File: src/rpur_pkg.sv
// Shared types and constants for the raw pixel unpack and rescale block.
package rpur_pkg;

  localparam int SampleW = 17;
  localparam int CoefW   = 32;
  localparam int ProdW   = SampleW + CoefW;
  localparam int SumW    = ProdW + 1;
  localparam int FracW   = 16;
  localparam int PixelW  = 32;
  localparam int CfgIdxW = 3;

  localparam logic [CoefW-1:0] SlopeUnit = 32'h0001_0000;

  typedef enum logic [1:0] {
    MODE_8  = 2'd0,
    MODE_12 = 2'd1,
    MODE_16 = 2'd2
  } sample_mode_t;

  typedef enum logic [CfgIdxW-1:0] {
    REG_SAMPLE_MODE       = 3'd0,
    REG_SWAP_BYTES        = 3'd1,
    REG_SIGNED_SAMPLES    = 3'd2,
    REG_RESCALE_SLOPE     = 3'd3,
    REG_RESCALE_INTERCEPT = 3'd4
  } cfg_reg_t;

  typedef struct packed {
    logic [1:0] sample_mode;
    logic       swap_bytes;
    logic       signed_samples;
  } unpack_cfg_t;

endpackage

File: src/rpur_unpack.sv
// Byte grouping and sample assembly with a registered sample output.
module rpur_unpack (
  input  logic                                 clk,
  input  logic                                 rst,
  input  rpur_pkg::unpack_cfg_t                cfg,
  input  logic                                 in_valid,
  output logic                                 in_ready,
  input  logic [7:0]                           data_byte,
  input  logic                                 first_byte,
  output logic                                 sample_valid,
  input  logic                                 sample_ready,
  output logic signed [rpur_pkg::SampleW-1:0]  sample_value
);

  typedef enum logic [1:0] {
    PH_FIRST,
    PH_SECOND,
    PH_THIRD
  } phase_t;

  phase_t     phase, phase_next, phase_eff;
  logic [7:0] held_a, held_b;
  logic       load_a, load_b, emit;
  logic [7:0] word_first, word_second;
  logic       wide;
  logic [15:0] word;
  logic signed [rpur_pkg::SampleW-1:0] value_next;
  logic       accept;

  assign in_ready = !sample_valid || sample_ready;
  assign accept   = in_valid && in_ready;
  assign phase_eff = first_byte ? PH_FIRST : phase;

  always_comb begin
    phase_next  = PH_FIRST;
    load_a      = 1'b0;
    load_b      = 1'b0;
    emit        = 1'b1;
    wide        = 1'b1;
    word_first  = held_a;
    word_second = data_byte;
    unique case (cfg.sample_mode)
      rpur_pkg::MODE_16: begin
        if (phase_eff == PH_FIRST) begin
          load_a     = 1'b1;
          emit       = 1'b0;
          phase_next = PH_SECOND;
        end
      end
      rpur_pkg::MODE_12: begin
        if (phase_eff == PH_FIRST) begin
          load_a     = 1'b1;
          emit       = 1'b0;
          phase_next = PH_SECOND;
        end else if (phase_eff == PH_SECOND) begin
          load_b      = 1'b1;
          phase_next  = PH_THIRD;
          word_second = {4'h0, data_byte[3:0]};
        end else begin
          word_first  = {data_byte[3:0], held_b[7:4]};
          word_second = {4'h0, data_byte[7:4]};
        end
      end
      default: begin
        wide = 1'b0;
      end
    endcase
  end

  assign word = cfg.swap_bytes ? {word_first, word_second} : {word_second, word_first};

  always_comb begin
    if (wide) begin
      value_next = {cfg.signed_samples && word[15], word};
    end else begin
      value_next = {{9{cfg.signed_samples && data_byte[7]}}, data_byte};
    end
  end

  always_ff @(posedge clk) begin
    if (rst) begin
      phase        <= PH_FIRST;
      held_a       <= '0;
      held_b       <= '0;
      sample_valid <= 1'b0;
    end else begin
      if (accept) begin
        phase <= phase_next;
        if (load_a) begin
          held_a <= data_byte;
        end
        if (load_b) begin
          held_b <= data_byte;
        end
      end
      if (in_ready) begin
        sample_valid <= in_valid && emit;
      end
    end
  end

  always_ff @(posedge clk) begin
    if (accept && emit) begin
      sample_value <= value_next;
    end
  end

  a_mode8_no_group: assert property (@(posedge clk) disable iff (rst)
    accept && (cfg.sample_mode == rpur_pkg::MODE_8) |=> phase == PH_FIRST)
    else $error("8-bit byte left a group open");

  a_first16_holds: assert property (@(posedge clk) disable iff (rst)
    accept && first_byte && (cfg.sample_mode == rpur_pkg::MODE_16) |=> !sample_valid)
    else $error("first byte of a 16-bit pair gave a sample");

  a_pair_closes: assert property (@(posedge clk) disable iff (rst)
    accept && !first_byte && (phase == PH_SECOND) &&
    (cfg.sample_mode == rpur_pkg::MODE_16) |=> sample_valid && phase == PH_FIRST)
    else $error("second byte of a 16-bit pair gave no sample");

endmodule

File: src/rpur_rescale.sv
// Q16.16 rescale pipeline: multiply, add intercept, truncate and saturate; a unit slope passes the sample through.
module rpur_rescale (
  input  logic                                 clk,
  input  logic                                 rst,
  input  logic signed [rpur_pkg::CoefW-1:0]    slope,
  input  logic signed [rpur_pkg::CoefW-1:0]    intercept,
  input  logic                                 in_valid,
  output logic                                 in_ready,
  input  logic signed [rpur_pkg::SampleW-1:0]  in_value,
  output logic                                 out_valid,
  input  logic                                 out_ready,
  output logic [rpur_pkg::PixelW-1:0]          pixel_value,
  output logic                                 saturated
);

  localparam int QW = rpur_pkg::SumW - rpur_pkg::FracW;

  logic                                 p_valid, s_valid;
  logic                                 p_ready, s_ready, o_ready;
  logic                                 p_unit, s_unit;
  logic signed [rpur_pkg::SampleW-1:0]  p_value, s_value;
  logic signed [rpur_pkg::ProdW-1:0]    prod_next, prod;
  logic signed [rpur_pkg::SumW-1:0]     sum_next, sum;
  logic signed [QW-1:0]                 quot;
  logic                                 round_up, sat_hi, sat_lo;
  logic [rpur_pkg::PixelW-1:0]          pixel_next;
  logic                                 sat_next;

  assign o_ready  = !out_valid || out_ready;
  assign s_ready  = !s_valid || o_ready;
  assign p_ready  = !p_valid || s_ready;
  assign in_ready = p_ready;

  assign prod_next = in_value * slope;
  assign sum_next  = rpur_pkg::SumW'(prod) + rpur_pkg::SumW'(intercept);

  // truncate toward zero: negative values with a fraction step up by one
  assign round_up = sum[rpur_pkg::SumW-1] && (|sum[rpur_pkg::FracW-1:0]);
  assign quot     = sum[rpur_pkg::SumW-1:rpur_pkg::FracW] + QW'(round_up);
  assign sat_hi   = !quot[QW-1] && (|quot[QW-2:rpur_pkg::PixelW-1]);
  assign sat_lo   = quot[QW-1] && !(&quot[QW-2:rpur_pkg::PixelW-1]);

  always_comb begin
    sat_next = 1'b0;
    if (s_unit) begin
      pixel_next = rpur_pkg::PixelW'(s_value);
    end else if (sat_hi) begin
      pixel_next = {1'b0, {(rpur_pkg::PixelW-1){1'b1}}};
      sat_next   = 1'b1;
    end else if (sat_lo) begin
      pixel_next = {1'b1, {(rpur_pkg::PixelW-1){1'b0}}};
      sat_next   = 1'b1;
    end else begin
      pixel_next = quot[rpur_pkg::PixelW-1:0];
    end
  end

  always_ff @(posedge clk) begin
    if (rst) begin
      p_valid   <= 1'b0;
      s_valid   <= 1'b0;
      out_valid <= 1'b0;
    end else begin
      if (p_ready) begin
        p_valid <= in_valid;
      end
      if (s_ready) begin
        s_valid <= p_valid;
      end
      if (o_ready) begin
        out_valid <= s_valid;
      end
    end
  end

  always_ff @(posedge clk) begin
    if (in_valid && p_ready) begin
      prod    <= prod_next;
      p_value <= in_value;
      p_unit  <= (slope == rpur_pkg::SlopeUnit);
    end
    if (p_valid && s_ready) begin
      sum     <= sum_next;
      s_value <= p_value;
      s_unit  <= p_unit;
    end
    if (s_valid && o_ready) begin
      pixel_value <= pixel_next;
      saturated   <= sat_next;
    end
  end

endmodule

File: src/raw_pixel_unpack_rescale_top.sv
// Top level of the raw pixel unpack and rescale block with its register file.
// Takes one raw pixel byte per beat and returns integer pixels: one per byte
// in 8-bit mode, one per byte pair in 16-bit mode, two per three bytes in
// 12-bit packed mode. A byte is accepted every cycle while the output drains;
// the path from input to output is four register stages (sample register,
// product register, sum register, output register). The single 17x32 multiply
// sets the depth. Registers are written through cfg_we/cfg_index/cfg_data;
// the user must write them only while no beat is in flight, as the block
// itself does not enforce it; unknown indexes are ignored.
module raw_pixel_unpack_rescale_top (
  input  logic                              clk,
  input  logic                              rst,
  input  logic                              cfg_we,
  input  logic [rpur_pkg::CfgIdxW-1:0]      cfg_index,
  input  logic [rpur_pkg::CoefW-1:0]        cfg_data,
  input  logic                              s_tvalid,
  output logic                              s_tready,
  input  logic [7:0]                        s_tdata,   // [7:0] data_byte
  input  logic                              s_tuser,   // [0] first_byte
  output logic                              m_tvalid,
  input  logic                              m_tready,
  output logic [rpur_pkg::PixelW-1:0]       m_tdata,   // [31:0] pixel_value
  output logic                              m_tuser    // [0] saturated
);

  rpur_pkg::unpack_cfg_t                cfg;
  logic signed [rpur_pkg::CoefW-1:0]    slope, intercept;
  logic                                 smp_valid, smp_ready;
  logic signed [rpur_pkg::SampleW-1:0]  smp_value;

  always_ff @(posedge clk) begin
    if (rst) begin
      cfg.sample_mode    <= rpur_pkg::MODE_8;
      cfg.swap_bytes     <= 1'b0;
      cfg.signed_samples <= 1'b0;
      slope              <= rpur_pkg::SlopeUnit;
      intercept          <= '0;
    end else if (cfg_we) begin
      unique case (cfg_index)
        rpur_pkg::REG_SAMPLE_MODE:       cfg.sample_mode    <= cfg_data[1:0];
        rpur_pkg::REG_SWAP_BYTES:        cfg.swap_bytes     <= cfg_data[0];
        rpur_pkg::REG_SIGNED_SAMPLES:    cfg.signed_samples <= cfg_data[0];
        rpur_pkg::REG_RESCALE_SLOPE:     slope              <= cfg_data;
        rpur_pkg::REG_RESCALE_INTERCEPT: intercept          <= cfg_data;
        default: begin
        end
      endcase
    end
  end

  rpur_unpack u_unpack (
    .clk          (clk),
    .rst          (rst),
    .cfg          (cfg),
    .in_valid     (s_tvalid),
    .in_ready     (s_tready),
    .data_byte    (s_tdata),
    .first_byte   (s_tuser),
    .sample_valid (smp_valid),
    .sample_ready (smp_ready),
    .sample_value (smp_value)
  );

  rpur_rescale u_rescale (
    .clk         (clk),
    .rst         (rst),
    .slope       (slope),
    .intercept   (intercept),
    .in_valid    (smp_valid),
    .in_ready    (smp_ready),
    .in_value    (smp_value),
    .out_valid   (m_tvalid),
    .out_ready   (m_tready),
    .pixel_value (m_tdata),
    .saturated   (m_tuser)
  );

  a_sat_needs_rescale: assert property (@(posedge clk) disable iff (rst)
    m_tvalid && m_tuser |-> slope != rpur_pkg::SlopeUnit)
    else $error("saturation flagged with unit slope");

  a_unit_in_range: assert property (@(posedge clk) disable iff (rst)
    m_tvalid && (slope == rpur_pkg::SlopeUnit) |->
    (m_tdata[31:16] == 16'h0000) || (m_tdata[31:16] == 16'hFFFF))
    else $error("unscaled pixel outside sample range");

  a_empty_after_reset: assert property (@(posedge clk)
    !rst && $past(rst) |-> !m_tvalid)
    else $error("output beat right after reset");

endmodule
File: config.mk
export PLATFORM = sky130hd
export DESIGN_NAME = raw_pixel_unpack_rescale_top
export DESIGN_NICKNAME = d
export VERILOG_FILES = /design/src/rpur_pkg.sv /design/src/rpur_unpack.sv /design/src/rpur_rescale.sv /design/src/raw_pixel_unpack_rescale_top.sv
export SDC_FILE = /design/constraint.sdc
export NUM_CORES = 2
export LEC_CHECK = 0
export ABC_AREA = 1
export BUFFER_PORTS_ARGS = -buffer_cell sky130_fd_sc_hd__buf_4
export CORE_ASPECT_RATIO = 0.6
export CORE_UTILIZATION = 40
export DETAILED_ROUTE_END_ITERATION = 8
export SKIP_LAST_GASP = 1
export SLEW_MARGIN = 20
export SYNTH_ARGS = -nofsm -noshare
export SYNTH_HDL_FRONTEND = slang
export SYNTH_SLANG_ARGS = --single-unit
File: constraint.sdc
create_clock -name clk -period 8.1 [get_ports clk]
set_input_delay 1.215 -clock clk [delete_from_list [all_inputs] [get_ports clk]]
set_output_delay 1.215 -clock clk [all_outputs]
set_load 0.1 [all_outputs]
==> flow_summary_export.csv <==
group,metric,value,unit
die,rows,82,
synthesis,yosysTopAreaCellShare,30.44,%
place,place.gp.congestion,1.015,
cells_and_area,area_delta_synth_final,8.160,%
synthesis,yosys.area.top_type,"fa_1",
place,portBuffers,83,
place,hpwlAfterDp,93170,microns
power_and_ir_drop,ir_drop,0.0001741,V
place,place_ws,1.166,ns
route,avgViaCountPerCell,5.065,
clock_tree,clkLatencyLatePin,0.59,ns
clock_tree,cts_buffers,27,
synthesis,synthTopCellsByArea,"fa_1 30%, edfxtp_1 16%, nand2_1 12%",
die,dieArea,87050,sq um
timing,setup_viol,0,
timing,hold_viol,0,
timing,worst_slack,0.9018,ns
route,wire_per_inst,20.12,microns
global_routing,grt_use_total,26.13,%
synthesis,syn_nets,5140,
timing,tightestPinTransition,1.184,ns
power_and_ir_drop,leakage,19.63,nW
synthesis,synthAdderAreaFrac,36.56,%
die,io_pins,84,
timing,tns,0,ns
clock_tree,clock_tree.buffer_depth,3,
route,drtIter0Drc,2942,
global_routing,grt_pass1_wl,172600,microns
route,first_pass_iters,6,
synthesis,yosysSeqAreaShare,21.20,%
synthesis,synth_top_family_by_area,"adder cells",
clock_tree,clk_pin_slew,0.07,ns
clock_tree,post-cts-setup-buffer-count,0,
route,antenna_left,0,
setup_path,cp.arrival,7.53,ns
clock_tree,cts_hold_buffers,0,
synthesis,synth-edff-count,185,
timing,slew_viol_final,0,
job,maxCapViolations,0,
die,start_util,40.76,%
clock_tree,cts_resized,0,
synthesis,ys_types,40,
timing,fin_crit_sh,88.87,%
synthesis,synth_compound_area_share,7.070,%
timing,fin_hold_ws,0.4218,ns
clock_tree,cts_sinks,271,
synthesis,avgSynthCellArea,7.801,sq um
setup_path,path_max_fanout,21,
synthesis,syn_inst,4401,
global_routing,grt_max_degree,79,
setup_path,worst-setup-path-type,"flop to flop",
clock_tree,htree_levels,1,
synthesis,synth_ff_type,"edfxtp_1",
setup_path,startpoint_type,"flop",
global_routing,grt-ovfl-total,0,
cells_and_area,drive_gt1_share,4.919,%
cells_and_area,finalNetCount,5150,
synthesis,synthTopCellsByCount,"1100 x nand2_1, 1065 x inv_1, 522 x fa_1",
timing,slew_headroom,20.96,%
route,wirelength,112000,microns
die,fp.dieW,380.2,microns
synthesis,synthesis.area,34330,sq um
route,drt_drc_violations_left,0,
synthesis,ys_ff_latch,271,
timing,grt_setup_unrepaired,"no",
die,die_y,228.9,microns
die,core_area,84230,sq um
power_and_ir_drop,power.density,171.4,nW/um^2
setup_path,crit_required,8.43,ns
global_routing,grt_pass1_vias,27538,
setup_path,end_kind,"flop",
power_and_ir_drop,total_power,6.365,mW
worst_hold_path,min_path_type,"flop to flop",
route,via_count,28203,
synthesis,async_flop_share,0,%
synthesis,synth_most_common_cell,"nand2_1",
clock_tree,cts-root-buf,"clkbuf_16",
synthesis,yosys_warnings,0,
clock_tree,cts_tree,"built",
timing,fmax,138.9,MHz
cells_and_area,final_util,44.09,%
outcome,status,"finished, final reports clean",
global_routing,grt_antenna_before_repair,4,
timing,fin_crit,7.198,ns
cells_and_area,nFillCells,8565,
synthesis,synth-simple-area-share,19.38,%
synthesis,synth_mux_area_share,0,%
synthesis,synth-xor-area-share,2.347,%
timing,skew,0.01906,ns
layer usage:
layer  GRT usage (%)  wire length (microns)
met5           1.035                      0
met3           8.442                  14020
met4           3.654                   1568
met2           32.97                  40250
met1           42.56                  56200
per-stage QoR:
stage	cells	cell area (sq um)
floorplan	4401	34330
global placement	5513	36140
detailed placement	5515	36170
CTS	5565	37110
global route	5568	37130
finish	5568	37130
placed cells by master, fill, tap and decap left out, types with 11 or more instances in the layout:
cell / synthesis / final
nand2_1: 1100 / 1100
o21ai_0: 206 / 206
xor2_1: 56 / 56
nor4_1: 12 / 11
buf_4: 2 / 128
nor3_1: 13 / 13
inv_1: 1065 / 1062
fa_1: 522 / 522
a21oi_1: 207 / 207
edfxtp_1: 185 / 185
nand4_1: 42 / 42
nand3_1: 101 / 101
xnor2_1: 36 / 36
o21bai_1: 15 / 15
nand2_2: 13 / 13
clkbuf_16: 0 / 27
nor2_1: 370 / 369
dfxtp_1: 86 / 86
ha_1: 168 / 168
flip-flops by register name (all words and copies together) (netlist names):
register and count:
u_rescale.sum 50, u_rescale.prod 49, intercept 32, slope 32, u_rescale.pixel_value 32, u_rescale.p_value 17, u_rescale.s_value 17, u_unpack.sample_value 17
u_unpack.held_a 8, cfg 4, u_unpack.held_b 4, u_unpack.phase 2, u_rescale.out_valid 1, u_rescale.p_unit 1, u_rescale.p_valid 1, u_rescale.s_unit 1
u_rescale.s_valid 1, u_rescale.saturated 1, u_unpack.sample_valid 1
kinds of logic (layout without fill, tap and decap cells):
| logic type | Yosys count | count (layout) |
|---|---|---|
| AND/OR/NAND/NOR | 1669 | 1669 |
| buffers and inverters | 1220 | 1251 |
| adder cells (fa/ha/maj) | 690 | 690 |
| AO/OA/AOI/OAI | 459 | 459 |
| flip-flops | 271 | 271 |
| XOR/XNOR | 92 | 92 |
| other | 0 | 2 |
cell type report:
cell class	count	area (sq um)	area share [%]
repair buffers	132	1026	2.763
inverters	1069	4013	10.81
clock buffers	36	759.5	2.045
flip-flops and latches	271	7277	19.60
well taps	1134	1419	3.821
clock inverters	14	183.9	0.4953
diodes	2	5.005	0.01348
multi-input cells	2910	22450	60.46
path summary, 6_finish.rpt:
check | startpoint | endpoint | slack [ns] | cells after the start
worst min register to register | u_rescale.p_value[14] | u_rescale.s_value[14] | 0.42 | 0
worst max register to register | u_unpack.sample_value[2] | u_rescale.prod[45] | 0.90 | 19
worst max-delay path | u_unpack.sample_value[2] | u_rescale.prod[45] | 0.90 | 19
worst min-delay path | u_rescale.p_value[14] | u_rescale.s_value[14] | 0.42 | 0
worst max-delay path, cell delays in order (launching register included):
cell and delay [ns]:
edfxtp_1 1.03, buf_4 0.29, nand2_1 0.08, fa_1 0.56
fa_1 0.58, fa_1 0.45, fa_1 0.57, inv_1 0.05
fa_1 0.47, inv_1 0.05, fa_1 0.48, inv_1 0.04
ha_1 0.39, nand2_1 0.13, nor2_1 0.33, nand4_1 0.29
o211ai_1 0.64, nand3_1 0.27, nand4_1 0.14, nand2_1 0.09
report_power, final:
part / internal, mW / total [mW] / switching, mW
clock network: 0.766 / 1.38 / 0.614
logic: 1.00 / 3.13 / 2.13
registers: 1.70 / 1.86 / 0.160
(Power assumes the default switching activity.)
